## src/hw/rtl/cssim_pkg.sv

```systemverilog
// shared types and constants for the cosine similarity stream block
`default_nettype none

package cssim_pkg;

	// fixed field widths of the streaming interface
	localparam int FIELD_BITS = 24;
	localparam int SIM_BITS   = 17;

	// accumulator and wide product widths
	localparam int ACC_BITS  = 60;
	localparam int HALF_BITS = ACC_BITS / 2;
	localparam int PROD_BITS = 2 * ACC_BITS;

	// defaults for the top level parameters
	localparam int ELEMENT_BITS_DEF = 24;
	localparam int QUEUE_DEPTH_DEF  = 4;

	// similarity of exactly one in q1.16
	localparam logic [SIM_BITS-1:0] SIM_ONE = SIM_BITS'(65536);

	typedef struct packed {
		logic [FIELD_BITS-1:0] first_value;
		logic [FIELD_BITS-1:0] second_value;
		logic                  last_pair;
	} cssim_in_t;

	typedef struct packed {
		logic [SIM_BITS-1:0] similarity;
		logic                zero_magnitude;
	} cssim_out_t;

	// finished sums of one vector pair
	typedef struct packed {
		logic [ACC_BITS-1:0] dot_sum;
		logic [ACC_BITS-1:0] first_energy;
		logic [ACC_BITS-1:0] second_energy;
	} cssim_sums_t;

endpackage

`default_nettype wire

```

## src/hw/rtl/cssim_front.sv

```systemverilog
// front end: element products and running sums, one pair per cycle while full is low
`default_nettype none

module cssim_front #(
	parameter int ELEMENT_BITS = cssim_pkg::ELEMENT_BITS_DEF,
	parameter int QUEUE_DEPTH  = cssim_pkg::QUEUE_DEPTH_DEF,
	parameter int CNT_BITS     = $clog2(QUEUE_DEPTH + 1)
) (
	input  wire logic                  clk,
	input  wire logic                  arst_n,
	input  wire cssim_pkg::cssim_in_t  item,
	input  wire logic                  push,
	output logic                       full,
	input  wire logic [CNT_BITS-1:0]   q_count,
	output logic                       q_push,
	output cssim_pkg::cssim_sums_t     q_data
);
	import cssim_pkg::*;

	localparam int PBITS = 2 * ELEMENT_BITS;

	logic                    accept;
	logic                    vld_s1;
	logic                    last_s1;
	logic [ELEMENT_BITS-1:0] a_s1;
	logic [ELEMENT_BITS-1:0] b_s1;
	logic                    vld_s2;
	logic                    last_s2;
	logic [PBITS-1:0]        pab_s2;
	logic [PBITS-1:0]        paa_s2;
	logic [PBITS-1:0]        pbb_s2;
	logic [ACC_BITS-1:0]     dot_q;
	logic [ACC_BITS-1:0]     e1_q;
	logic [ACC_BITS-1:0]     e2_q;
	cssim_sums_t             sum;

	// up to two vector ends may still be in flight, keep room for them
	assign full   = q_count >= CNT_BITS'(QUEUE_DEPTH - 2);
	assign accept = push && !full;

	always_ff @(posedge clk or negedge arst_n) begin
		if (!arst_n) begin
			vld_s1 <= 1'b0;
			vld_s2 <= 1'b0;
		end else begin
			vld_s1 <= accept;
			vld_s2 <= vld_s1;
		end
	end

	always_ff @(posedge clk) begin
		a_s1    <= item.first_value[ELEMENT_BITS-1:0];
		b_s1    <= item.second_value[ELEMENT_BITS-1:0];
		last_s1 <= item.last_pair;
		pab_s2  <= a_s1 * b_s1;
		paa_s2  <= a_s1 * a_s1;
		pbb_s2  <= b_s1 * b_s1;
		last_s2 <= last_s1;
	end

	always_comb begin
		sum.dot_sum       = dot_q + ACC_BITS'(pab_s2);
		sum.first_energy  = e1_q + ACC_BITS'(paa_s2);
		sum.second_energy = e2_q + ACC_BITS'(pbb_s2);
	end

	assign q_push = vld_s2 && last_s2;
	assign q_data = sum;

	// sums restart after the last pair of a vector
	always_ff @(posedge clk or negedge arst_n) begin
		if (!arst_n) begin
			dot_q <= '0;
			e1_q  <= '0;
			e2_q  <= '0;
		end else if (vld_s2) begin
			if (last_s2) begin
				dot_q <= '0;
				e1_q  <= '0;
				e2_q  <= '0;
			end else begin
				dot_q <= sum.dot_sum;
				e1_q  <= sum.first_energy;
				e2_q  <= sum.second_energy;
			end
		end
	end

endmodule

`default_nettype wire

```

## config.mk

```make
export PLATFORM = sky130hd
export DESIGN_NAME = cssim_front
export DESIGN_NICKNAME = d
export VERILOG_FILES = /design/src/hw/rtl/cssim_pkg.sv /design/src/hw/rtl/cssim_front.sv
export SDC_FILE = /design/constraint.sdc
export NUM_CORES = 2
export LEC_CHECK = 0
export ABC_AREA = 1
export BUFFER_PORTS_ARGS = -buffer_cell sky130_fd_sc_hd__clkbuf_2
export CAP_MARGIN = 15
export CORE_ASPECT_RATIO = 0.6
export CORE_MARGIN = 2
export CORE_UTILIZATION = 30
export CTS_CLUSTER_DIAMETER = 150
export DETAILED_ROUTE_END_ITERATION = 6
export SLEW_MARGIN = 20
export SYNTH_ARGS = -nofsm -noshare
export SYNTH_HDL_FRONTEND = slang
export SYNTH_SLANG_ARGS = --single-unit
```

## constraint.sdc

```tcl
create_clock -name clk -period 15.76 [get_ports clk]
set_input_delay 0 -clock clk [delete_from_list [all_inputs] [get_ports clk]]
set_output_delay 0 -clock clk [all_outputs]
set_load 0.05 [all_outputs]
```

======== Yosys cells after proc, flatten, opt, wreduce, memory -nomap -nowiden ========
Index checks and enable logic that the tools add are counted.
Widths: inputs -> output; s select.
storage, ports and cells
  register bits ........................... 376
  logic and storage cells ................. 25
  input bits .............................. 55
  output and inout port bits .............. 182
cells by class
  order comparisons ....................... 1
  mux-type cells .......................... 3
  $add $sub $neg .......................... 3
  reductions and logical operators ........ 3
  multiply operators ...................... 3
operators by type and width
  cell                count
  $add 60x48->60      3
  $mux 60             3
  $mul 24x24->48      3
  $ge 3x2->1 const B  1
  $logic_and 1x1->1   2
  $logic_not 1->1     1

======== Depth between registers and ports, before layout ========
  word-level depth ........................ 3
  gate-level depth with buffers ........... 32
  depth with buffers taken out ............ 30

======== Least setup slack after synthesis ========
Ideal clock, no wire load.
  path type ............................... register to register
  start point ............................. reg b_s1[2]
  end point ............................... reg pbb_s2[36]
  path buffers ............................ 2
  data required time ...................... 15648 ps
  setup slack ............................. 9516 ps
  period minus slack after synthesis ...... 6244 ps
  stages on the path, launching flop included .. 28
  arrival time ............................ 6131 ps
  setup time .............................. 112 ps
  path through ............................ dfxtp_1 clkbuf_1 clkbuf_1 nand2_1 fa_1 inv_1 fa_1 inv_1 fa_1 inv_1 fa_1 inv_1 fa_1 inv_1 fa_1 inv_1 fa_1 inv_1 ha_1 nand2_1 nor2_1 inv_1 o21ai_0 nand3_1 nand3_1 nand3_1 nand3_1 nand2_1
on the way
  longest elaborated chain between the ends .. 1
RTL lines
  what                      line               text
  start: declaration        cssim_front.sv:26  logic [ELEMENT_BITS-1:0] b_s1;
  start signal: assignment  cssim_front.sv:53  b_s1 <= item.second_value[ELEMENT_BITS-1:0];
  $mul 24x24->48            cssim_front.sv:57  pbb_s2 <= b_s1 * b_s1;
  end signal: assignment    cssim_front.sv:57
  end: declaration          cssim_front.sv:31  logic [PBITS-1:0] pbb_s2;
Every way passes these cells.
A chain may end at the register's enable or synchronous reset.

======== Worst setup path after layout ========
  start point ............................. reg b_s1[15]
  end point ............................... reg pbb_s2[42]
The elaborated chain is that of the path after synthesis.

==> run summary <==
The run finished with clean final reports. In this run the tool buffered the top-level ports with 235 buffer cells. The number of antenna-violating nets in the routed design came out at 0. After the last flow step, the layout net total stands at 13300. In the synthesized netlist the async set-or-reset flop fraction comes to 48.7%. The starting density of the core came out at 30.2%. After clock tree synthesis, the repair step resized 0 gates.

The met2 track utilization from global routing came out at 27.1%. The number of CTS-inserted buffers is 42. In the synthesized netlist the dominant register cell turns out to be sky130_fd_sc_hd__dfxtp_1.

After synthesis the netlist holds a flip-flop and latch count of 374. The area of the mapped netlist is 80000 um^2. The root buffer cell chosen for the clock tree is sky130_fd_sc_hd__clkbuf_16.

Counting along the longest clock path gives a buffer depth of 3. The final clock skew is 0.0489 ns. The residual overflow from global routing is 0. The peak per-stage delay on the critical path came out at 0.60 ns.

Of the cells placed in the final design, the portion with a size suffix greater than 1 is 4.79%. The largest driver fanout on the critical path is 39. The adder-cell share of the synthesized area came out at 43.7%.

The via count of the first global-routing pass came to 66700. From bottom edge to top edge, the die measures 404 um. For this design, the slowest cell found on the critical path is sky130_fd_sc_hd__buf_4. The global router's overall resource usage is 18.4%. The first-pass GRT wire length came out at 392000 um. The proportion of synthesized area in mux cells is 0%. The number of cell rows came out at 146. The tool flagged a number of max-cap violations equal to 0. The net count of the mapped netlist came out at 13200. The remaining max-slew budget at the tightest pin is 36.9%. The most congested layer reported by global routing is met1. The logic depth of the worst register-to-register path came out at 22. The core area is 265000 um^2. The XOR/XNOR share of the synthesized area came out at 2.22%.

The total DRC errors in the routed layout is 0. Synthesis handed over a netlist of 11100 instances. The total detailed-routing wirelength came out at 246000 um. The number of endpoints failing setup at the final stage is 0.

The cts-stage hold buffer count is 67. The layout overhead on the synthesized area came out at 9.05%. The post-layout minimum cycle time is 7.49 ns. The number of detailed-route iterations in the first pass came out at 5. The critical path launch point type is a flop.

Among cell families on the critical path, the largest total delay comes from adder cells. After synthesis, flip-flops and latches occupy 10.5% of the total area. The element type at the critical path end is a flop. Clock tree synthesis found a total of 374 sinks. The total I/O pin count is 237. For the worst setup path, the data required time is 16.25 ns. The congestion estimate from routability-driven global placement came to 0.967. Yosys mapped the design onto 51 distinct sky130hd cell types.

The number of synthesized flops with an enable pin came out at 0. The detailed-route via count is 66700. The area share of and/or/nand/nor cells after synthesis is 23.3%. The share of the synthesized area in compound gates (AO/OA/AOI/OAI) came out at 4.09%. The critical path depth in cells is 22. The met1 track demand over resource came out at 28.7%. The critical path goes through buf_4 -> nand2_1 -> fa_1 -> inv_1 -> fa_1 -> inv_1 -> fa_1 -> fa_1 -> inv_1 -> fa_1 -> fa_1 -> inv_1 -> fa_1 -> inv_1 -> ha_1 -> nand2_1 -> nor2_1 -> nand2_1 -> nor4_1 -> nand3_1 -> nand4_1 -> nand2_1.

The dominant combinational cell family by area after synthesis is adder cells. The average cell area after synthesis came out at 7.18 um^2. Clock-pin slew was measured on the worst setup and hold paths at 0.08 ns.

The actual transition at the worst max-transition pin is 0.946 ns. The insertion delay of the later-clocked pin in the worst-skew pair is 0.66 ns. The critical path in this run is classified as reg -> reg.

The initial antenna violation count is 3. The number of max-slew violations in the final report came out at 0. Dividing the final minimum period by the clock period gives 47.5%. The maximum clock rate is 134 MHz. The met3 track demand over resource came out at 3.15%. The antenna diode count is 0. The CTS tree is yes. Using the TritonRoute via totals, the vias-per-cell ratio works out to 4.49. Yosys printed 0 warnings.

The number of buffers and inverters on the critical path is 6. The data arrival time of the worst path is 7.98 ns. By instance count, the cell type seen most on the critical path is sky130_fd_sc_hd__fa_1. The horizontal die dimension is 671 um.

Setup total negative slack on the finished layout was measured at 0 ns. The detailed-route wire length per cell is 16.5 um. The number of cells traversed by the worst hold path is 2. The number of levels the H-tree was split into came out at 2.

In this run the worst hold path is classified as in -> reg. The final hold violation count was 0. The maximum number of pins on one net before global-route repair is 93. The buffer count from post-CTS setup fixing came out at 0. The area of the die is 271000 um^2. The DRC violation total after the first TritonRoute iteration came out at 6160.

Setup repair after global routing left no endpoint under its margin. The detailed placement HPWL came out at 200000 um.
[logic make-up (layout without fill, tap and decap cells)]
kind of cell	after synthesis	count (layout)
and+or+nand+nor	4553	4553
buffers and inverters	3444	3600
adders and majority gates	1999	1999
AOI/OAI and AO/OA	573	573
DFF	374	374
xor gates and xnor gates	201	201
[Yosys cell counts (23+ instances only)]
cell type,n,area [um^2]
sky130_fd_sc_hd__fa_1,1327,26600
sky130_fd_sc_hd__buf_1,100,375
sky130_fd_sc_hd__nand3_1,325,1630
sky130_fd_sc_hd__a22o_1,29,254
sky130_fd_sc_hd__xnor2_1,64,561
sky130_fd_sc_hd__o21ai_0,134,671
sky130_fd_sc_hd__xor2_1,135,1180
sky130_fd_sc_hd__a21oi_1,294,1470
sky130_fd_sc_hd__inv_1,3152,11800
sky130_fd_sc_hd__nand2_1,3291,12400
sky130_fd_sc_hd__and2_1,104,651
sky130_fd_sc_hd__nor2_2,23,144
sky130_fd_sc_hd__nand4_1,72,450
sky130_fd_sc_hd__ha_1,672,8410
sky130_fd_sc_hd__nand2_2,28,175
sky130_fd_sc_hd__dfrtp_1,182,4550
sky130_fd_sc_hd__clkbuf_1,171,642
sky130_fd_sc_hd__nor3_1,72,360
sky130_fd_sc_hd__nand3b_1,39,293
sky130_fd_sc_hd__o21bai_1,31,233
sky130_fd_sc_hd__o21a_1,24,180
sky130_fd_sc_hd__dfxtp_1,192,3840
sky130_fd_sc_hd__nor2_1,537,2020
[worst reg2reg max path, stage by stage (launching register included)]
cell,delay [ns]
sky130_fd_sc_hd__dfxtp_2,0.47
sky130_fd_sc_hd__buf_4,0.61
sky130_fd_sc_hd__nand2_1,0.30
sky130_fd_sc_hd__fa_1,0.58
sky130_fd_sc_hd__inv_1,0.06
sky130_fd_sc_hd__fa_1,0.48
sky130_fd_sc_hd__inv_1,0.06
sky130_fd_sc_hd__fa_1,0.55
sky130_fd_sc_hd__fa_1,0.54
sky130_fd_sc_hd__inv_1,0.06
sky130_fd_sc_hd__fa_1,0.53
sky130_fd_sc_hd__fa_1,0.52
sky130_fd_sc_hd__inv_1,0.05
sky130_fd_sc_hd__fa_1,0.48
sky130_fd_sc_hd__inv_1,0.04
sky130_fd_sc_hd__ha_1,0.37
sky130_fd_sc_hd__nand2_1,0.12
sky130_fd_sc_hd__nor2_1,0.27
sky130_fd_sc_hd__nand2_1,0.16
sky130_fd_sc_hd__nor4_1,0.50
sky130_fd_sc_hd__nand3_1,0.28
sky130_fd_sc_hd__nand4_1,0.17
sky130_fd_sc_hd__nand2_1,0.15
[metal layers]
layer	part of all wire [%]	up-vias
met5	0	-
met4	1.3	0
met3	8.8	165
met2	40	2321
met1	49	31800
li1	-	32400
[state kept, by name, summed over array words and instances (netlist names)]
name and cells:
b_s1 24, last_s2 1, pbb_s2 47, pab_s2 48, vld_s2 1, dot_q 60
e1_q 60, vld_s1 1, e2_q 60, paa_s2 47, last_s1 1, a_s1 24
[layout by cell type (no fill, tap or decap), drive strengths merged, types with 2 or more instances in the layout]
| cell | instances |
|---|---|
| a22o | 29 |
| a31oi | 6 |
| nand4 | 72 |
| bufinv | 2 |
| a21boi | 13 |
| nor2 | 566 |
| nor3 | 84 |
| o21ai | 142 |
| xor2 | 137 |
| dfxtp | 192 |
| and3 | 2 |
| inv | 3178 |
| a21o | 22 |
| and2 | 106 |
| o21bai | 32 |
| a21oi | 299 |
| dlygate4sd3 | 66 |
| fa | 1327 |
| or2 | 19 |
| o21a | 24 |
| nand3b | 40 |
| clkbuf | 286 |
| clkinv | 9 |
| ha | 672 |
| nor3b | 2 |
| nand3 | 339 |
| xnor2 | 64 |
| o211ai | 3 |
| nand2 | 3319 |
| buf | 58 |
| dfrtp | 182 |
| nor4 | 4 |
[cell type report]
class                           instances  area (um^2)
Clock buffer                           51         1200
Clock inverter                         26          277
Fill cell                           28700       177000
Inverter                             3164        11900
Multi-Input combinational cell       7326        58600
Sequential cell                       374         8460
Tap cell                             3552         4440
Timing Repair Buffer                  359         2300
[stage by stage]
step	hold WS, ns	cells	setup slack (ns)	util (%)	instance area (um^2)
detailed placement	-0.0235	14700	8.52	32.1	85000
finish	0.0370	14900	8.27	33.0	87200
global route	0.00879	14900	7.97	33.0	87200
global placement	-0.0221	14700	8.43	32.1	85000
CTS	0.00128	14900	8.46	33.0	87200
floorplan	-0.296	11100	9.52	-	80000
[worst paths after layout]
| kind | startpoint | end | slack, ns |
|---|---|---|---|
| max in group asynchronous | arst_n | e1_q[48] | 13.09 |
| worst max-delay path | b_s1[15] | pbb_s2[42] | 8.27 |
| worst max register to register | b_s1[15] | pbb_s2[42] | 8.27 |
| worst min register to register | last_s1 | last_s2 | 0.33 |
| min in group asynchronous | arst_n | e2_q[56] | 0.49 |
| worst min-delay path | item[35] | a_s1[10] | 0.04 |
Power is not shown: default switching activity piles up to over one toggle a cycle in this logic, so the estimate is an artifact.
