==> config.mk <==
export PLATFORM = sky130hd
export DESIGN_NAME = cssim_back
export DESIGN_NICKNAME = d
export VERILOG_FILES = /design/src/hw/rtl/cssim_pkg.sv /design/src/hw/rtl/cssim_back.sv
export SDC_FILE = /design/constraint.sdc
export NUM_CORES = 2
export LEC_CHECK = 0
export BUFFER_PORTS_ARGS = -buffer_cell sky130_fd_sc_hd__buf_2
export CAP_MARGIN = 15
export CORE_UTILIZATION = 55
export CTS_BUF_LIST = sky130_fd_sc_hd__clkbuf_8
export CTS_CLUSTER_SIZE = 16
export DETAILED_ROUTE_END_ITERATION = 6
export PLACE_DENSITY = 0.72
export SYNTH_ARGS = -nofsm -noshare
export SYNTH_HDL_FRONTEND = slang
export SYNTH_SLANG_ARGS = --single-unit
==> constraint.sdc <==
create_clock -name clk -period 13 [get_ports clk]
set_input_delay 1.95 -clock clk [delete_from_list [all_inputs] [get_ports clk]]
set_output_delay 1.95 -clock clk [all_outputs]
set_load 0.02 [all_outputs]
==> src/hw/rtl/cssim_pkg.sv <==
// shared types and constants for the cosine similarity stream block
`default_nettype none

package cssim_pkg;

	// fixed field widths of the streaming interface
	localparam int FIELD_BITS = 24;
	localparam int SIM_BITS   = 17;

	// accumulator and wide product widths
	localparam int ACC_BITS  = 60;
	localparam int HALF_BITS = ACC_BITS / 2;
	localparam int PROD_BITS = 2 * ACC_BITS;

	// defaults for the top level parameters
	localparam int ELEMENT_BITS_DEF = 24;
	localparam int QUEUE_DEPTH_DEF  = 4;

	// similarity of exactly one in q1.16
	localparam logic [SIM_BITS-1:0] SIM_ONE = SIM_BITS'(65536);

	typedef struct packed {
		logic [FIELD_BITS-1:0] first_value;
		logic [FIELD_BITS-1:0] second_value;
		logic                  last_pair;
	} cssim_in_t;

	typedef struct packed {
		logic [SIM_BITS-1:0] similarity;
		logic                zero_magnitude;
	} cssim_out_t;

	// finished sums of one vector pair
	typedef struct packed {
		logic [ACC_BITS-1:0] dot_sum;
		logic [ACC_BITS-1:0] first_energy;
		logic [ACC_BITS-1:0] second_energy;
	} cssim_sums_t;

endpackage

`default_nettype wire

==> src/hw/rtl/cssim_back.sv <==
// back end: wide products, long division and square root of the ratio
`default_nettype none

module cssim_back (
	input  wire logic                   clk,
	input  wire logic                   arst_n,
	input  wire cssim_pkg::cssim_sums_t q_data,
	input  wire logic                   q_empty,
	output logic                        q_pop,
	output cssim_pkg::cssim_out_t       result,
	output logic                        empty,
	input  wire logic                   pop
);
	import cssim_pkg::*;

	localparam int ST_BITS    = 3;
	localparam int CNT_BITS   = 6;
	localparam int MUL_STEPS  = 8;
	localparam int DIV_STEPS  = 32;
	localparam int SQRT_STEPS = 16;
	localparam int ROOT_BITS  = 16;
	localparam int REM_BITS   = ROOT_BITS + 2;

	localparam logic [ST_BITS-1:0] S_IDLE = 3'd0;
	localparam logic [ST_BITS-1:0] S_MUL  = 3'd1;
	localparam logic [ST_BITS-1:0] S_CHK  = 3'd2;
	localparam logic [ST_BITS-1:0] S_DIV  = 3'd3;
	localparam logic [ST_BITS-1:0] S_SQRT = 3'd4;
	localparam logic [ST_BITS-1:0] S_DONE = 3'd5;

	logic [ST_BITS-1:0]   state_q;
	logic [CNT_BITS-1:0]  cnt_q;
	cssim_sums_t          sums_q;
	logic [PROD_BITS-1:0] dd_q;
	logic [PROD_BITS-1:0] pp_q;
	logic [ACC_BITS-1:0]  mp_q;
	logic [1:0]           mp_sh_q;
	logic                 mp_tgt_q;
	logic                 mp_vld_q;
	logic [DIV_STEPS-1:0] quo_q;
	logic [REM_BITS-1:0]  rem_q;
	logic [ROOT_BITS-1:0] root_q;
	cssim_out_t           res_q;
	cssim_out_t           out_q;
	logic                 out_vld_q;

	logic                 mul_issue;
	logic [ACC_BITS-1:0]  mul_x;
	logic [ACC_BITS-1:0]  mul_y;
	logic [HALF_BITS-1:0] x_part;
	logic [HALF_BITS-1:0] y_part;
	logic [ACC_BITS-1:0]  mul_full;
	logic [PROD_BITS-1:0] addend;
	logic [PROD_BITS:0]   div_sh;
	logic [PROD_BITS:0]   div_diff;
	logic                 div_ge;
	logic [REM_BITS+1:0]  sq_sh;
	logic [REM_BITS+1:0]  sq_trial;
	logic [REM_BITS+1:0]  sq_diff;
	logic                 sq_ge;
	logic                 zero_in;
	logic                 out_free;

	assign q_pop    = (state_q == S_IDLE) && !q_empty;
	assign zero_in  = (q_data.first_energy == '0) || (q_data.second_energy == '0);
	assign out_free = !out_vld_q || pop;

	// partial products: first four steps square the dot sum, last four multiply energies
	assign mul_issue = (state_q == S_MUL) && (cnt_q < CNT_BITS'(MUL_STEPS));
	assign mul_x     = cnt_q[2] ? sums_q.first_energy : sums_q.dot_sum;
	assign mul_y     = cnt_q[2] ? sums_q.second_energy : sums_q.dot_sum;
	assign x_part    = cnt_q[1] ? mul_x[ACC_BITS-1:HALF_BITS] : mul_x[HALF_BITS-1:0];
	assign y_part    = cnt_q[0] ? mul_y[ACC_BITS-1:HALF_BITS] : mul_y[HALF_BITS-1:0];
	assign mul_full  = x_part * y_part;

	always_comb begin
		case (mp_sh_q)
			2'd0:    addend = {{ACC_BITS{1'b0}}, mp_q};
			2'd1:    addend = {{HALF_BITS{1'b0}}, mp_q, {HALF_BITS{1'b0}}};
			2'd2:    addend = {mp_q, {ACC_BITS{1'b0}}};
			default: addend = '0;
		endcase
	end

	// restoring division step, remainder always below the divisor
	assign div_sh   = {dd_q, 1'b0};
	assign div_diff = div_sh - {1'b0, pp_q};
	assign div_ge   = div_sh >= {1'b0, pp_q};

	// square root digit step, two quotient bits per step
	assign sq_sh    = {rem_q, quo_q[DIV_STEPS-1:DIV_STEPS-2]};
	assign sq_trial = {2'b00, root_q, 2'b01};
	assign sq_diff  = sq_sh - sq_trial;
	assign sq_ge    = sq_sh >= sq_trial;

	always_ff @(posedge clk or negedge arst_n) begin
		if (!arst_n) begin
			state_q   <= S_IDLE;
			cnt_q     <= '0;
			mp_vld_q  <= 1'b0;
			out_vld_q <= 1'b0;
		end else begin
			mp_vld_q <= mul_issue;
			if ((state_q == S_DONE) && out_free) begin
				out_vld_q <= 1'b1;
			end else if (pop && out_vld_q) begin
				out_vld_q <= 1'b0;
			end
			case (state_q)
				S_IDLE: begin
					cnt_q <= '0;
					if (!q_empty) begin
						state_q <= zero_in ? S_DONE : S_MUL;
					end
				end
				S_MUL: begin
					cnt_q <= cnt_q + CNT_BITS'(1);
					if (cnt_q == CNT_BITS'(MUL_STEPS)) begin
						state_q <= S_CHK;
					end
				end
				S_CHK: begin
					cnt_q   <= '0;
					state_q <= (dd_q >= pp_q) ? S_DONE : S_DIV;
				end
				S_DIV: begin
					cnt_q <= cnt_q + CNT_BITS'(1);
					if (cnt_q == CNT_BITS'(DIV_STEPS - 1)) begin
						cnt_q   <= '0;
						state_q <= S_SQRT;
					end
				end
				S_SQRT: begin
					cnt_q <= cnt_q + CNT_BITS'(1);
					if (cnt_q == CNT_BITS'(SQRT_STEPS - 1)) begin
						state_q <= S_DONE;
					end
				end
				S_DONE: begin
					if (out_free) begin
						state_q <= S_IDLE;
					end
				end
				default: begin
					state_q <= S_IDLE;
				end
			endcase
		end
	end

	always_ff @(posedge clk) begin
		if (mul_issue) begin
			mp_q     <= mul_full;
			mp_sh_q  <= 2'(cnt_q[1]) + 2'(cnt_q[0]);
			mp_tgt_q <= cnt_q[2];
		end
		if (mp_vld_q) begin
			if (mp_tgt_q) begin
				pp_q <= pp_q + addend;
			end else begin
				dd_q <= dd_q + addend;
			end
		end
		case (state_q)
			S_IDLE: begin
				sums_q <= q_data;
				dd_q   <= '0;
				pp_q   <= '0;
				res_q  <= '{similarity: '0, zero_magnitude: 1'b1};
			end
			S_CHK: begin
				// ratio at or above one saturates
				res_q  <= '{similarity: SIM_ONE, zero_magnitude: 1'b0};
				rem_q  <= '0;
				root_q <= '0;
			end
			S_DIV: begin
				dd_q  <= div_ge ? div_diff[PROD_BITS-1:0] : div_sh[PROD_BITS-1:0];
				quo_q <= {quo_q[DIV_STEPS-2:0], div_ge};
			end
			S_SQRT: begin
				rem_q  <= sq_ge ? sq_diff[REM_BITS-1:0] : sq_sh[REM_BITS-1:0];
				root_q <= {root_q[ROOT_BITS-2:0], sq_ge};
				quo_q  <= {quo_q[DIV_STEPS-3:0], 2'b00};
				if (cnt_q == CNT_BITS'(SQRT_STEPS - 1)) begin
					res_q <= '{similarity: SIM_BITS'({root_q[ROOT_BITS-2:0], sq_ge}),
						zero_magnitude: 1'b0};
				end
			end
			S_DONE: begin
				if (out_free) begin
					out_q <= res_q;
				end
			end
			default: begin
			end
		endcase
	end

	assign result = out_q;
	assign empty  = !out_vld_q;

endmodule

`default_nettype wire

### Word level (Yosys, flattened, before mapping)

Cells that the tools add are included.

| operators by class | value |
|---|---|
| magnitude comparators | 4 |
| multiplexer cells | 27 |
| add/subtract/negate cells | 6 |
| $mul | 1 |
| reduce and logical (&&, ||, !) cells | 25 |
| equal/unequal tests | 16 |

Operator list:

| cell | number |
|---|---|
| 2-to-1 mux 120 bit | 3 |
| one-hot mux 120 bit (3 select lines) | 1 |
| adder 120 bit | 2 |
| one-hot mux 120 bit (2 select lines) | 1 |
| greater-or-equal comparator 121 x 120 -> 1 bit | 1 |
| greater-or-equal comparator 120 bit | 1 |
| logical NOT 60 bit | 2 |
| 2-to-1 mux 60 bit | 2 |
| subtractor 120 bit | 1 |
| one-hot mux 32 bit (2 select lines) | 1 |
| multiplier 30 x 30 -> 60 bit | 1 |
| 2-to-1 mux 30 bit | 2 |
| one-hot mux 18 bit (3 select lines) | 1 |
| 2-to-1 mux 18 bit | 2 |
| one-hot mux 18 bit (2 select lines) | 1 |
| one-hot mux 16 bit (2 select lines) | 1 |
| 2-to-1 mux 3 bit | 7 |
| greater-or-equal comparator 20 x 18 -> 1 bit | 1 |
| one-hot mux 3 bit (6 select lines) | 1 |
| one-hot mux 6 bit (3 select lines) | 1 |
| subtractor 18 bit | 1 |
| == test 6 x 4 -> 1 bit (second input constant) | 2 |
| nonzero test 3 bit | 3 |
| inequality test 2 bit (second input constant) | 4 |
| other kinds (22) | 36 |

| storage, ports and cells | value |
|---|---|
| output and inout port bits | 20 |
| register bits | 596 |
| word-level logic and storage cells | 98 |
| input bits | 184 |

### Logic depth before layout (Yosys ltp)

| logic depth | value |
|---|---|
| word-level depth | 6 |
| mapped depth | 38 |

### Least setup slack after synthesis

OpenSTA, ideal clock, no wires.

| timing | value |
|---|---|
| path type | reg2reg |
| from | reg mp_tgt_q |
| to | reg dd_q[0] (enable) |
| buffers on the path | 0 |
| stages on the path, launching flop included | 2 |
| arrival | 8785 ps |
| path slack | 3450 ps |
| setup time | 765 ps |
| cell sequence | edfxtp_1 > o21ai_0 |

| between the ends | value |
|---|---|
| longest elaborated chain between the ends | 2 |

Ends and longest elaborated chain:

| what | RTL line | source |
|---|---|---|
| from (decl) | cssim_back.sv:38 | `logic mp_tgt_q;` |
| from (signal assigned) | cssim_back.sv:155 | `mp_tgt_q <= cnt_q[2];` |
| inequality test 3 x 1 -> 1 bit (no line) | - |  |
| AND reduction 2 bit (no line) | - |  |
| to (signal assigned) | cssim_back.sv:161 | `dd_q <= dd_q + addend;` |
| to (signal assigned) | cssim_back.sv:178 | `dd_q <= div_ge ? div_diff[PROD_BITS-1:0] : div_sh[PROD_BITS-1:0];` |
| to (decl) | cssim_back.sv:34 | `logic [PROD_BITS-1:0] dd_q;` |

No other way between the ends.
A chain may end at the register's enable or synchronous reset.

### Worst setup path after layout

| timing | value |
|---|---|
| from | reg cnt_q[2] |
| to | reg mp_q[56] (data pin) |

| between the ends | value |
|---|---|
| longest elaborated chain between the ends | 3 |

Ends and longest elaborated chain:

| what | RTL line | source |
|---|---|---|
| from (decl) | cssim_back.sv:32 | `logic [CNT_BITS-1:0] cnt_q;` |
| from (signal assigned) | cssim_back.sv:117 | `cnt_q <= cnt_q + CNT_BITS'(1);` |
| from (signal assigned) | cssim_back.sv:127 | `cnt_q <= cnt_q + CNT_BITS'(1);` |
| from (signal assigned) | cssim_back.sv:134 | `cnt_q <= cnt_q + CNT_BITS'(1);` |
| 2-to-1 mux 60 bit, on equally long branches | cssim_back.sv:70, cssim_back.sv:71 |  |
| 2-to-1 mux 30 bit, on equally long branches | cssim_back.sv:72, cssim_back.sv:73 |  |
| multiplier 30 x 30 -> 60 bit * | cssim_back.sv:74 | `assign mul_full = x_part * y_part;` |
| named net mul_full[56] | cssim_back.sv:52 | `logic [ACC_BITS-1:0] mul_full;` |
| to (signal assigned) | cssim_back.sv:153 | `mp_q <= mul_full;` |
| to (decl) | cssim_back.sv:36 | `logic [ACC_BITS-1:0] mp_q;` |

Mark *: on every way through the listed nets, which the timed path passes. The rest lies on a longest branch.

==> impl_metrics.csv <==
group,metric,value,unit
detailed_routing,drt_iter0_drc,7503,
detailed_routing,drc,0,
die,core_region_area,146000,µm²
logic_synthesis,synth_top_flop_cell,"edfxtp_1",
logic_synthesis,syn-num-nets,11300,
logic_synthesis,yosys_warnings,0,
detailed_routing,wl,297000,µm
timing,finalMaxSlewViolations,0,
logic_synthesis,synth_area_leaders,"fa_1 (19%), edfxtp_1 (17%), ha_1 (12%)",
global_routing,top_usage_layer,"met2",
logic_synthesis,synth-edff-count,465,
placement,place_hpwl,239000,µm
timing,fin_crit_sh,82.7,%
clocking,htreeDepth,3,
worst_setup_path,crit_path_start,"cnt_q[2]$_DFFE_PN0P_",
timing,finalClockSkew,0.0717,ns
placement,gp_congestion,1.03,
timing,min_period,10.75,ns
worst_setup_path,critPathMaxFanout,53,
clocking,cts-root-buf,"clkbuf_8",
worst_setup_path,crit_path_start_kind,"flop",
global_routing,grtUsageTotal,39.8,%
detailed_routing,drt-vias-per-instance,6.28,
worst_setup_path,r2r_start,"cnt_q[2]$_DFFE_PN0P_",
die,die_height,385,µm
logic_synthesis,ys_ff_latch,596,
worst_hold_path,hold_start,"res_q[6]$_DFFE_PP_",
logic_synthesis,async_flop_share,1.85,%
logic_synthesis,synth_top_area_cell,"fa_1",
global_routing,met2_usage,60.7,%
logic_synthesis,avgSynthCellArea,8.40,µm²
global_routing,gr-usage-met3,8.92,%
timing,setup_violations,0,
logic_synthesis,seq_area_frac_synth,20.7,%
detailed_routing,ant_nets,0,
global_routing,grt_overflow,0,
global_routing,antenna_found_initial,10,
timing,rsz0062_at_grt,"false",
worst_setup_path,cpMostUsedCell,"fa_1",
clocking,cts_tree,"yes",
worst_setup_path,crit_path_max_incr_delay,0.96,ns
logic_synthesis,yosysUniqueCellTypes,113,
global_routing,grt_max_degree,101,
logic_synthesis,synth_top_area_share,19.5,%
global_routing,use_met1,52.6,%
die,num_rows,140,
run_status,status,"finished with violations",
timing,fin_tns_setup,0,ns
timing,finalHoldViolCount,0,
clocking,cts_buffer_depth,3,
job,maxCapViolCount,1,
final_layout,drive_above_1_share,6.80,%
die,initial_core_util,55.4,%
global_routing,grt_pass1_wl,442000,µm
detailed_routing,dr_total_vias,72400,
run_status,violations,"max-capacitance violations",
timing,tightest_slew,1.47,ns
clocking,cts_buffers,107,
final_layout,syn_to_final_growth,5.93,%
clocking,cts_resized,0,
logic_synthesis,netlist_area,80600,µm²
worst_setup_path,cp_data_required_time,13.62,ns
placement,port_buffers,203,
worst_setup_path,worstPathArrival,11.37,ns
clocking,postCtsSetupRepairBufs,0,
detailed_routing,firstDrtPassIters,6,
clocking,path_clk_slew,0.06,ns
detailed_routing,routedWlPerCell,25.7,µm
worst_setup_path,endpoint_kind,"flop",
worst_setup_path,cp_slowest_cell,"o21ai_1",
worst_hold_path,hold_class,"reg -> reg",
clocking,cts_hold_buf,0,
die,fp.dieArea,148000,µm²
timing,max_slew_margin,0.744,%
final_layout,nNetsFinal,11200,
clocking,cts_num_sinks,596,
logic_synthesis,syn-instance-count,9598,
die,ios,204,
worst_setup_path,crit_type,"reg -> reg",
clocking,insertion_delay,0.93,ns
global_routing,grt_pass1_vias,71400,
timing,timing.fmax,93.0,MHz
die,die-width,385,µm
-- cell usage in the layout (no fill, tap or decap), types with 58 or more instances in the layout --
cell type	Yosys	layout
nand2_1	1188	1185
inv_1	1077	1108
nor2_1	1046	1043
a21oi_1	811	810
fa_1	783	783
ha_1	746	746
edfxtp_1	465	465
o21ai_0	462	431
xnor2_1	245	245
a21o_1	213	213
nand4_1	204	204
buf_2	21	203
xor2_1	154	154
o21a_1	126	126
o21bai_1	122	122
buf_4	2	122
mux2i_1	121	121
dfxtp_1	120	120
clkbuf_8	4	118
nor3_1	97	96
nand3_1	93	92
and2_1	81	80
o22ai_1	74	74
a31oi_1	65	65
nor4_1	65	65
mux2_2	58	58
-- stage by stage --
stage	setup WS [ns]	area [µm²]	cells	hold WS [ns]	util, %
finish	2.25	85400	11500	0.426	58.6
global route	1.90	85400	11500	0.439	58.6
CTS	2.14	85300	11500	0.431	58.6
detailed placement	2.14	83000	11300	0.418	57.0
global placement	2.35	83000	11300	0.405	57.0
floorplan	3.45	80600	9598	0.400	-
-- registers in the layout (all words and copies together) (netlist names), 3 cells and up --
name,count
cnt_q,6
dd_q,120
mp_q,60
pp_q,120
quo_q,32
rem_q,18
res_q,18
result,18
root_q,16
state_q,3
sums_q,180
-- critical path, delay by kind of cell, from the launching register on --
family | cells | cell delay, ns
buf+inv | 5 | 0.56
fa+ha+maj | 9 | 4.19
mux | 1 | 0.42
compound gates | 7 | 2.32
flops | 1 | 0.82
xor+xnor | 1 | 0.14
simple gates | 5 | 1.99
-- kinds of logic (layout without fill, tap and decap cells) --
kind of cell | Yosys count | in the layout | synth area share, %
AND/OR/NAND/NOR | 3001 | 3001 | 16.2
AO/OA/AOI/OAI | 2300 | 2300 | 17.7
buffers and inverters | 1591 | 1610 | 7.66
adder cells (fa/ha/maj) | 1529 | 1529 | 31.0
flip-flops | 596 | 596 | 20.7
XOR/XNOR | 399 | 399 | 4.34
multiplexers | 182 | 182 | 2.40
other | 0 | 4 | 0
-- cell usage after synthesis, types with 204 or more instances --
master,count
a21o_1,213
a21oi_1,811
clkbuf_1,444
edfxtp_1,465
fa_1,783
ha_1,746
inv_1,1077
nand2_1,1188
nand4_1,204
nor2_1,1046
o21ai_0,462
xnor2_1,245
-- path summary, 6_finish.rpt --
path	endpoint	slack (ns)	cells after the start
max	mp_q[56]$_DFFE_PP_	2.25	28
min	result[6]$_DFFE_PP_	0.43	0
max reg2reg	mp_q[56]$_DFFE_PP_	2.25	28
min reg2reg	result[6]$_DFFE_PP_	0.43	0
max in group asynchronous	cnt_q[2]$_DFFE_PN0P_	11.67	1
min in group asynchronous	state_q[1]$_DFFE_PN0P_	0.99	1
-- final cells by class --
| class | count | area (µm²) |
|---|---|---|
| sequential | 596 | 16700 |
| inverter | 1078 | 4050 |
| clock buffer | 118 | 1620 |
| fill | 13200 | 60200 |
| multi-input combinational | 7411 | 58000 |
| timing repair buffer | 329 | 1980 |
| antenna | 4 | 10.0 |
| clock inverter | 85 | 691 |
| tap | 1917 | 2400 |
-- metal layers --
layer / part of all wire (%) / vias up / wire (µm)
li1: - / 32700 / -
met1: 40 / 35000 / 119000
met2: 43 / 3976 / 128000
met3: 10 / 821 / 30800
met4: 6.5 / 10 / 19300
met5: 0.023 / - / 68
Power is left out: the tool's default activity adds up to more than one toggle a clock period on the data nets, which glitch-free logic cannot reach.
