### src/hw/rtl/cssim_pkg.sv
// shared types and constants for the cosine similarity stream block
`default_nettype none

package cssim_pkg;

	// fixed field widths of the streaming interface
	localparam int FIELD_BITS = 24;
	localparam int SIM_BITS   = 17;

	// accumulator and wide product widths
	localparam int ACC_BITS  = 60;
	localparam int HALF_BITS = ACC_BITS / 2;
	localparam int PROD_BITS = 2 * ACC_BITS;

	// defaults for the top level parameters
	localparam int ELEMENT_BITS_DEF = 24;
	localparam int QUEUE_DEPTH_DEF  = 4;

	// similarity of exactly one in q1.16
	localparam logic [SIM_BITS-1:0] SIM_ONE = SIM_BITS'(65536);

	typedef struct packed {
		logic [FIELD_BITS-1:0] first_value;
		logic [FIELD_BITS-1:0] second_value;
		logic                  last_pair;
	} cssim_in_t;

	typedef struct packed {
		logic [SIM_BITS-1:0] similarity;
		logic                zero_magnitude;
	} cssim_out_t;

	// finished sums of one vector pair
	typedef struct packed {
		logic [ACC_BITS-1:0] dot_sum;
		logic [ACC_BITS-1:0] first_energy;
		logic [ACC_BITS-1:0] second_energy;
	} cssim_sums_t;

endpackage

`default_nettype wire

### src/hw/rtl/cssim_queue.sv
// short queue of finished sums between front and back end
`default_nettype none

module cssim_queue #(
	parameter int QUEUE_DEPTH = cssim_pkg::QUEUE_DEPTH_DEF,
	parameter int CNT_BITS    = $clog2(QUEUE_DEPTH + 1)
) (
	input  wire logic                   clk,
	input  wire logic                   arst_n,
	input  wire logic                   wr_en,
	input  wire cssim_pkg::cssim_sums_t wr_data,
	input  wire logic                   rd_en,
	output cssim_pkg::cssim_sums_t      rd_data,
	output logic                        q_empty,
	output logic [CNT_BITS-1:0]         count
);
	import cssim_pkg::*;

	localparam int PTR_BITS = (QUEUE_DEPTH > 1) ? $clog2(QUEUE_DEPTH) : 1;

	cssim_sums_t         mem [QUEUE_DEPTH];
	logic [PTR_BITS-1:0] wr_ptr_q;
	logic [PTR_BITS-1:0] rd_ptr_q;
	logic [CNT_BITS-1:0] count_q;

	function automatic logic [PTR_BITS-1:0] ptr_next(input logic [PTR_BITS-1:0] p);
		if (p == PTR_BITS'(QUEUE_DEPTH - 1)) begin
			return '0;
		end
		return p + PTR_BITS'(1);
	endfunction

	assign rd_data = mem[rd_ptr_q];
	assign q_empty = count_q == '0;
	assign count   = count_q;

	always_ff @(posedge clk) begin
		if (wr_en) begin
			mem[wr_ptr_q] <= wr_data;
		end
	end

	always_ff @(posedge clk or negedge arst_n) begin
		if (!arst_n) begin
			wr_ptr_q <= '0;
			rd_ptr_q <= '0;
			count_q  <= '0;
		end else begin
			if (wr_en) begin
				wr_ptr_q <= ptr_next(wr_ptr_q);
			end
			if (rd_en) begin
				rd_ptr_q <= ptr_next(rd_ptr_q);
			end
			if (wr_en && !rd_en) begin
				count_q <= count_q + CNT_BITS'(1);
			end else if (rd_en && !wr_en) begin
				count_q <= count_q - CNT_BITS'(1);
			end
		end
	end

endmodule

`default_nettype wire

### config.mk
export PLATFORM = sky130hd
export DESIGN_NAME = cssim_queue
export DESIGN_NICKNAME = d
export VERILOG_FILES = /design/src/hw/rtl/cssim_pkg.sv /design/src/hw/rtl/cssim_queue.sv
export SDC_FILE = /design/constraint.sdc
export NUM_CORES = 1
export LEC_CHECK = 0
export ABC_AREA = 1
export BUFFER_PORTS_ARGS = -buffer_cell sky130_fd_sc_hd__buf_2
export CORE_UTILIZATION = 38
export CTS_BUF_LIST = sky130_fd_sc_hd__clkbuf_4
export DETAILED_ROUTE_END_ITERATION = 8
export GPL_ROUTABILITY_DRIVEN = 0
export PLACE_DENSITY_LB_ADDON = 0.12
export SLEW_MARGIN = 5
export SYNTH_ARGS = -nofsm -noshare
export SYNTH_HDL_FRONTEND = slang
export SYNTH_SLANG_ARGS = --single-unit
### constraint.sdc
create_clock -name clk -period 9.6 [get_ports clk]
set_clock_uncertainty 0.15 [all_clocks]
set_input_delay 1.92 -clock clk [delete_from_list [all_inputs] [get_ports clk]]
set_output_delay 1.92 -clock clk [all_outputs]
set_load 0.1 [all_outputs]
After elaboration in Yosys (flattened, before gate mapping). Memory sizes are Yosys's and may differ from the RTL's. Index checks and enable logic that the tools add are counted.

Memories kept: 1. Word-level logic and storage cells: 28. Bits in registers: 7. RAM bits: 720. Bits of input ports: 184. Output and inout port bits: 184.

Muxes and demuxes: 12. Add/sub/neg operators: 4. Equal/unequal tests: 2. Reduce and logical (&&, ||, !) cells: 6.

Memory list: mem (words 4, bits a word 180, read ports 1, clocked after Yosys merged registers in 0, write ports 1, RTL line cssim_queue.sv:21) `cssim_sums_t mem [QUEUE_DEPTH];`.

Operators with widths (count): 2-to-1 mux 2 bit (4); 2-to-1 mux 1 bit (6); 2-to-1 mux 3 bit (2); adder 2 x 1 -> 2 bit, second input constant (2); == test 2 bit, second input constant (2); adder 3 x 1 -> 3 bit, second input constant (1); logical NOT 3 bit (1); subtractor 3 x 1 -> 3 bit, second input constant (1); logical AND 1 bit (2); logical NOT 1 bit (2); nonzero test 2 bit (1).

Logic depth before layout (Yosys ltp). Gate-level depths: netlist of run 1.

Word-level depth: 4. Gate-level depth with buffers: 9. Gate-level depth less buffers: 9.

Worst setup path after synthesis of run 1. No wires, ideal clock.

Kind: input-to-reg. From: input wr_en. To: memory mem[3][0] in the netlist's numbering, enable pin. Required time: 8.918 ns. Data arrival time: 5.424 ns. Path buffers: 0. Path slack: 3.493 ns. Stages: 2. Path through: nand2_1 inv_1.

Cells in the longest elaborated chain, start to end: 2.

RTL lines: from (decl) (RTL line cssim_queue.sv:10) `input wire logic wr_en,`; 2-to-1 mux 1 bit (RTL line cssim_queue.sv:38) `if (wr_en) begin`; 2-to-1 mux 1 bit (not written as such) (RTL line cssim_queue.sv:39) `mem[wr_ptr_q] <= wr_data;`; to (decl) (RTL line cssim_queue.sv:21).

Every way passes these cells.

==> results of run 1 <==
-- cell type report --
type / count / area, um^2 / share of cell area, %
Clock buffer: 288 / 2160 / 6.36
Inverter: 373 / 1450 / 4.27
Tap cell: 1030 / 1290 / 3.79
Antenna cell: 7 / 17.5 / 0.0515
Timing Repair Buffer: 382 / 1970 / 5.81
Sequential cell: 727 / 21800 / 64.1
Multi-Input combinational cell: 932 / 5080 / 15.0
Clock inverter: 36 / 218 / 0.640
-- state kept, by name, indices dropped and copies added, names as in the netlist --
name,cells
rd_ptr_q,2
count,3
wr_ptr_q,2
mem,720
-- worst max-delay path, stage by stage (launching register included) --
cell and delay (ns):
dfrtp_1 0.50, inv_16 0.65, buf_4 0.86, o211ai_1 0.16, nand2_1 0.16, buf_2 0.44
-- logic make-up after synthesis --
family	after synthesis	share of synthesized area, %
AO/OA/AOI/OAI	364	9.75
XOR/XNOR	1	0.0297
adder cells (fa/ha/maj)	7	0.323
buffers and inverters	491	8.73
flip-flops	727	74.0
AND/OR/NAND/NOR	560	7.15
-- worst paths after layout --
check / start / endpoint / slack (ns) / depth (start not counted)
min in group asynchronous: arst_n / count[0]$_DFFE_PN0P_ / 0.65 / 1
hold reg to reg: count[2]$_DFFE_PN0P_ / count[2]$_DFFE_PN0P_ / 0.47 / 2
setup reg to reg: wr_ptr_q[0]$_DFFE_PN0P_ / mem[2][108]$_DFFE_PP_ / 6.81 / 5
hold / removal: count[2]$_DFFE_PN0P_ / count[2]$_DFFE_PN0P_ / 0.47 / 2
max in group asynchronous: arst_n / rd_ptr_q[1]$_DFFE_PN0P_ / 8.42 / 1
setup / recovery: rd_ptr_q[0]$_DFFE_PN0P_ / rd_data[75] / 3.52 / 5
-- metal layers --
metal  wire, um  vias to the layer above
met5        184                        -
met4       1410                       28
met3       4900                      140
met2      31400                      418
met1      27200                     8199
li1           -                     8591
-- per-stage QoR --
step	setup slack, ns	std cells
5_1_grt	3.21	3774
6_report	3.52	3775
3_5_place_dp	4.56	3444
3_3_place_gp	4.58	3444
2_1_floorplan	3.49	2150
4_1_cts	3.40	3768
-- layout by cell type (no fill, tap or decap), types with 7 or more instances in the layout --
cell        n
edfxtp_1  720
nand2_1   556
inv_1     367
buf_2     367
o211ai_1  330
clkbuf_4  288
o211ai_2   30
clkinv_1   21
buf_4      13
diode_2     7
==> metrics.cfg, run 1 <==
[clock_network]
clkSinkCount=727
htree_levels=4
root_buffer=clkbuf_4
worstSkewPairLatency_ns=0.95
cts_tree=yes
cts.clk_slew.worst_paths_ns=0.06
cts_setup_buffers=0
cts_hold_buf=0
cts.path.max_buffers=3
numCtsBuffers=191
cts.repair.resized=0

[floorplanning]
die_w_um=280
start_util_pct=38.6
row_count=101
dieArea_mm2=0.0786
core_mm2=0.0763
die_h_um=280
ios=368

[placed_design]
dp_hpwl_um=34900
place_area_mm2=0.0316
portBuffers=367

[sta]
tightest_slew_ns=1.14
tns_ns=0
fmax_mhz=164
post-route-period-util_pct=63.3
slew_headroom_pct=24.1
hold_violations=0
period_needed_ns=6.08
timing.hold.ws_ns=0.469
grt_setup_unrepaired=false
slew_violations=0
setup_viol=0

[routing]
wl_per_cell_um=17.2
vias=17376
firstDrtPassIters=4
wl_um=65000
ant_nets=0
post-route-drc-count=0
avgViaCountPerCell=4.60
dr.first_iter.drc_count=674

[setup_path]
critPathKind=flop to primary output
cp.required_ns=7.53
end_kind=primary output
cp_data_arrival_time_ns=4.01
start_kind=flop
cp_max_fo=312

[global_route]
grt_max_degree=313
use_met1_pct=19.4
grt_remaining_overflow=0
grt_pass1_vias=17331
grt_pass1_wl_um=97700
antenna_found_initial=21
grtUsageMet2_pct=27.4
use_met3_pct=6.76
busiest_layer=met2
grtUsageTotal_pct=16.6

[synthesis]
synth_top_flop_cell=edfxtp_1
synthTopCellsByArea=edfxtp_1, o211ai_1, nand2_1
synthArstFlopShare_pct=0.963
ys_ff_latch=727
synthesis.nets=2341
netlist.area_leader.share_pct=73.4
synth_top_cell_by_area=edfxtp_1
synth_common_cells=edfxtp_1, nand2_1, inv_1
syn_area_per_cell_um2=13.7
synth_area_mm2=0.0295
ys_seq_area_share_pct=74.0
synthDistinctLibCells=20
yosysWarnings=0
synth_edf_count=720
post-synth-top-count-cell=edfxtp_1
synthCells=2150

[worst_hold_path]
hp-class=flop to flop

[layout]
final_util_pct=44.5
fillCellCount=7181
area_growth_syn_to_layout_pct=15.4
fin_area_mm2=0.0340
fin_nets=2798
drive_gt1_share_pct=26.4

[outcome]
status=completed

[flow_run]
cap_violations=0

Power of run 1 is not shown: default switching activity piles up to over one toggle a cycle in this logic, so the estimate is an artifact.
==> run 2, diff against run 1 <==
==> constraint.sdc (replaced) <==
create_clock -name clk -period 5.4 [get_ports clk]
set_clock_uncertainty 0.15 [all_clocks]
set_input_delay 1.08 -clock clk [delete_from_list [all_inputs] [get_ports clk]]
set_output_delay 1.08 -clock clk [all_outputs]
set_load 0.1 [all_outputs]
==> metrics.cfg, run 2 (same netlist as run 1, synthesis figures left out) <==
[outcome]
status=completed

[setup_path]
r2r_setup_slack_ns=2.89  ; -3.92 ns
cp_max_fo=68  ; -78%
r2r_start=wr_ptr_q[1]$_DFFE_PN0P_
start_kind=flop
critPathKind=flop to primary output
cp.required_ns=4.17  ; -3.36 ns
r2r_cells=5  ; unchanged
rr_endpoint=mem[1][56]$_DFFE_PP_
end_kind=primary output
cp_data_arrival_time_ns=3.55  ; -0.46 ns

[routing]
firstDrtPassIters=5  ; +1
post-route-drc-count=0  ; unchanged
dr.first_iter.drc_count=784  ; +16%
avgViaCountPerCell=4.62  ; +0.48%
ant_nets=0  ; unchanged
wl_um=65400  ; +0.68%
vias=17607  ; +1.3%
wl_per_cell_um=17.2  ; -0.16%

[global_route]
grt_pass1_wl_um=98900  ; +1.2%
grt_pass1_vias=17299  ; -0.18%
antenna_found_initial=17  ; -19%
grt_remaining_overflow=0  ; unchanged
grtUsageTotal_pct=16.7  ; +0.10 points
grt_max_degree=256  ; -18%

[placed_design]
portBuffers=367  ; unchanged
dp_hpwl_um=37200  ; +6.6%

[layout]
regMostFlops=mem
largest_reg_flops=720  ; unchanged
fillCellCount=7082  ; -1.4%
final_common_cell=edfxtp_1
multi_input_area_mm2=0.00508  ; unchanged
final_cell_mix=edfxtp_1, nand2_1, inv_1, buf_2, o211ai_1
fin_nets=2830  ; +1.1%
area_growth_syn_to_layout_pct=16.6
drive_gt1_share_pct=26.5  ; +0.16 points
regArea_mm2=0.0218  ; unchanged

[sta]
slew_violations=0  ; unchanged
setup_viol=0  ; unchanged
period_needed_ns=4.78
fmax_mhz=209
post-route-period-util_pct=88.5
hold_violations=0  ; unchanged
tns_ns=0  ; unchanged
tightest_slew_ns=1.02  ; -0.117 ns
grt_setup_unrepaired=false
slew_headroom_pct=31.9  ; +7.8 points

[clock_network]
cts_tree=yes
clkSinkCount=727  ; unchanged
numCtsBuffers=193  ; +1.0%
htree_levels=4  ; unchanged
cts.clk_slew.worst_paths_ns=0.06  ; about the same
cts.path.max_buffers=3  ; unchanged
root_buffer=clkbuf_4
cts_setup_buffers=0  ; unchanged
worstSkewPairLatency_ns=0.97  ; +0.02 ns

[floorplanning]
ios=368  ; unchanged
start_util_pct=38.6  ; unchanged
die_w_um=280  ; unchanged
row_count=101  ; unchanged
core_mm2=0.0763  ; unchanged
die_h_um=280  ; unchanged
dieArea_mm2=0.0786  ; unchanged

[worst_hold_path]
min_to=mem[1][9]$_DFFE_PP_
hp-class=input pin to flop
hold_start=wr_data[9]
hold_depth=1  ; -1

[flow_run]
cap_violations=0  ; unchanged

==> run 2: cell types whose count changed in the layout (fill, tap and decap cells not counted), sizes merged <==
| cell | change |
|---|---|
| dlygate4sd3 | +18 |
| clkinv | +4 |
| buf | +12 |
| clkbuf | +1 |
| clkinvlp | +1 |
| diode | -4 |
==> run 2: layer usage <==
layer / GRT usage (%) / wire [um] / vias up
met4: 6.40 / 1610 / 24
met3: 6.47 / 5050 / 158
li1: - / - / 8652
met1: 20.6 / 28400 / 8326
met2: 26.5 / 30300 / 447
met5: 0 / 154 / -
==> run 2: repair_timing <==
action / in CTS / in global routing
hold endpoints to repair: 46 / 0
gates resized for setup: 0 / 0
hold buffers: 18 / 0
==> run 2: layout make-up <==
type | count | area share, %
tap | 1030 | 3.75
clock buffer | 289 | 6.32
antenna | 3 | 0.0219
inverter | 373 | 4.22
multi-input combinational | 932 | 14.8
clock inverter | 41 | 0.645
sequential | 727 | 63.5
timing repair buffer | 412 | 6.79
==> run 2: critical path, stage by stage (launching register included) <==
cell,delay [ns]
dfrtp_4,0.71
inv_6,0.52
buf_12,0.38
o211ai_2,0.15
nand2_1,0.15
buf_2,0.45
==> run 2: worst max-delay path by stage <==
stage,from,end
2_1_floorplan,wr_en,mem[3][0]$_DFFE_PP_
4_1_cts,rd_ptr_q[1]$_DFFE_PN0P_,rd_data[111]
3_3_place_gp,rd_ptr_q[1]$_DFFE_PN0P_,rd_data[111]
6_report,rd_ptr_q[1]$_DFFE_PN0P_,rd_data[118]
3_5_place_dp,rd_ptr_q[1]$_DFFE_PN0P_,rd_data[111]
5_1_grt,rd_ptr_q[0]$_DFFE_PN0P_,rd_data[69]
==> run 2: per-stage QoR <==
stage	setup slack [ns]	std cells	util (%)	instance area, um^2	hold slack (ns)
detailed placement	1.59	3456	41.6	31800	0.361
global placement	1.62	3456	41.6	31800	0.355
global route	0.369	3806	45.0	34400	0.0468
floorplan	0.133	2150	-	29500	0.389
finish	0.623	3807	45.0	34400	0.163
CTS	0.442	3804	45.0	34300	0.00000733
Power of run 2 is left out for the same reason.
==> run 3, diff against run 2 <==
--- a/config.mk
+++ b/config.mk
@@ -5,13 +5,12 @@
 export SDC_FILE = /design/constraint.sdc
 export NUM_CORES = 1
 export LEC_CHECK = 0
-export ABC_AREA = 1
 export BUFFER_PORTS_ARGS = -buffer_cell sky130_fd_sc_hd__buf_2
 export CORE_UTILIZATION = 38
 export CTS_BUF_LIST = sky130_fd_sc_hd__clkbuf_4
 export DETAILED_ROUTE_END_ITERATION = 8
 export GPL_ROUTABILITY_DRIVEN = 0
-export PLACE_DENSITY_LB_ADDON = 0.12
+export PLACE_DENSITY_LB_ADDON = 0.08
 export SLEW_MARGIN = 5
 export SYNTH_ARGS = -nofsm -noshare
 export SYNTH_HDL_FRONTEND = slang
==> metrics.cfg, run 3 <==
[layout]
regArea_mm2=0.0218  ; about the same
fin_nets=1747  ; -38%
regMostFlops=mem
largest_reg_flops=720  ; unchanged
multi_input_area_mm2=0.00428  ; -16%
final_common_cell=edfxtp_1
finalNonFillerCells=2609  ; -31%
final_cell_mix=edfxtp_1, buf_2, clkbuf_4
fillCellCount=5952  ; -16%
area_growth_syn_to_layout_pct=21.5
final_util_pct=46.7  ; +1.7 points
drive_gt1_share_pct=51.3  ; +25 points

[synthesis]
yosysWarnings=0  ; unchanged
synth_common_cells=edfxtp_1, mux4_2, buf_2, buf_6, dfrtp_1
ys_seq_area_share_pct=82.6  ; +8.6 points
netlist.area_leader.share_pct=81.9  ; +8.5 points
synth_top_flop_cell=edfxtp_1
synthDistinctLibCells=17  ; -15%
synthArstFlopShare_pct=0.963  ; unchanged
post-synth-top-count-cell=edfxtp_1
synth_top_cell_by_area=edfxtp_1
synth_area_mm2=0.0264  ; -10%
synthCells=976  ; -55%
synthesis.nets=1167  ; -50%
synth_edf_count=720  ; unchanged
syn_area_per_cell_um2=27.1  ; +97%
synthTopCellsByArea=edfxtp_1, mux4_2, buf_6
ys_ff_latch=727  ; unchanged

[flow_run]
cap_violations=0  ; unchanged

[routing]
vias=12428  ; -29%
wl_um=56100  ; -14%
ant_nets=0  ; unchanged
post-route-drc-count=0  ; unchanged
firstDrtPassIters=4  ; -1
wl_per_cell_um=21.5  ; +25%
dr.first_iter.drc_count=687  ; -12%
avgViaCountPerCell=4.76  ; +3.0%

[sta]
setup_ws_ns=0.934  ; +0.311 ns
slew_violations=0  ; unchanged
tightest_slew_ns=0.822  ; -0.200 ns
period_needed_ns=4.47  ; -0.311 ns
setup_viol=0  ; unchanged
hold_violations=0  ; unchanged
slew_headroom_pct=45.2  ; +13 points
tns_ns=0  ; unchanged
grt_setup_unrepaired=false
post-route-period-util_pct=82.7  ; -5.8 points
fmax_mhz=224  ; +7.0%

[floorplanning]
start_util_pct=38.4  ; -0.16 points
die_w_um=266  ; -5.3%
die_h_um=266  ; -5.3%
dieArea_mm2=0.0705  ; -10%
row_count=96  ; -5.0%
core_mm2=0.0687  ; -10%
ios=368  ; unchanged

[clock_network]
cts_setup_buffers=0  ; unchanged
htree_levels=4  ; unchanged
cts.path.max_buffers=3  ; unchanged
root_buffer=clkbuf_4
cts.clk_slew.worst_paths_ns=0.07  ; about the same
cts_tree=yes
numCtsBuffers=192  ; -0.52%
clkSinkCount=727  ; unchanged
worstSkewPairLatency_ns=0.94  ; -0.03 ns

[setup_path]
cp-startpoint=rd_ptr_q[0]$_DFFE_PN0P_
rr_endpoint=mem[0][100]$_DFFE_PP_
cp.required_ns=4.17  ; about the same
cp_data_arrival_time_ns=3.24  ; -0.31 ns
r2r_start=wr_ptr_q[0]$_DFFE_PN0P_
r2r_cells=4  ; -1
start_kind=flop
setup.worst_path.end=rd_data[108]
r2r_setup_slack_ns=2.98  ; +0.09 ns
cp_max_fo=30  ; -56%
end_kind=primary output
critPathKind=flop to primary output

[placed_design]
preCtsSetupSlack_ns=1.81  ; +0.219 ns
dp_hpwl_um=31900  ; -14%
portBuffers=367  ; unchanged
placed_cells=2254  ; -35%

[global_route]
grt_max_degree=110  ; -57%
grt_pass1_vias=13609  ; -21%
grt_pass1_wl_um=83500  ; -16%
antenna_found_initial=16  ; -1
grt_remaining_overflow=0  ; unchanged
grtUsageTotal_pct=16.2  ; -0.52 points

[worst_hold_path]
hp-class=input pin to flop
hold_start=wr_data[40]

[outcome]
status=completed

## run 3: layout make-up
type	count	area share (%)
Tap cell	931	3.63
Clock buffer	265	6.20
Timing Repair Buffer	426	7.96
Multi-Input combinational cell	205	13.3
Antenna cell	5	0.0390
Clock inverter	46	0.800
Inverter	4	0.0468
Sequential cell	727	68.0
## run 3: logic make-up (layout without fill, tap and decap cells)
logic type	after synthesis	count (layout)	synth area share [%]
buffers and inverters	44	741	1.29
adders and majority gates	7	7	0.360
AOI/OAI and AO/OA	3	3	0.0664
xor gates and xnor gates	3	3	0.0995
and+or+nand+nor	10	10	0.190
other	0	5	0
DFF	727	727	82.6
muxes	182	182	15.4
## run 3: what timing repair did
item,4_1_cts,5_1_grt
hold buffers,39,0
endpoints found under the hold margin,141,0
resized for setup,0,0
endpoints found under the setup margin,0,0
## run 3: layer usage
metal  global-route usage, %  routed length [um]
met1                    19.4               22500
met2                    25.5               27300
met3                    7.21                4950
met4                    6.65                1160
met5                       0                 162
## run 3: worst max-delay path: stages, from the launching register on
cell and delay, ns:
dfrtp_4 0.86, buf_4 0.50, mux4_2 0.58, buf_2 0.31
## run 3: how the worst min path moves through the flow
stage	end	slack [ns]	cells past startpoint
6_report	mem[2][40]$_DFFE_PP_	0.15	1
5_1_grt	mem[2][162]$_DFFE_PP_	0.01	1
4_1_cts	mem[1][45]$_DFFE_PP_	0.0002	1
3_5_place_dp	count[2]$_DFFE_PN0P_	0.35	1
3_3_place_gp	count[2]$_DFFE_PN0P_	0.36	1
2_1_floorplan	wr_ptr_q[0]$_DFFE_PN0P_	0.41	3
## run 3: per-stage QoR
step	hold slack (ns)	area (um^2)
detailed placement	0.346	29400
floorplan	0.414	26400
CTS	0.000158	32100
global route	0.0150	32100
finish	0.155	32100
global placement	0.356	29400
Power of run 3 is left out for the same reason.
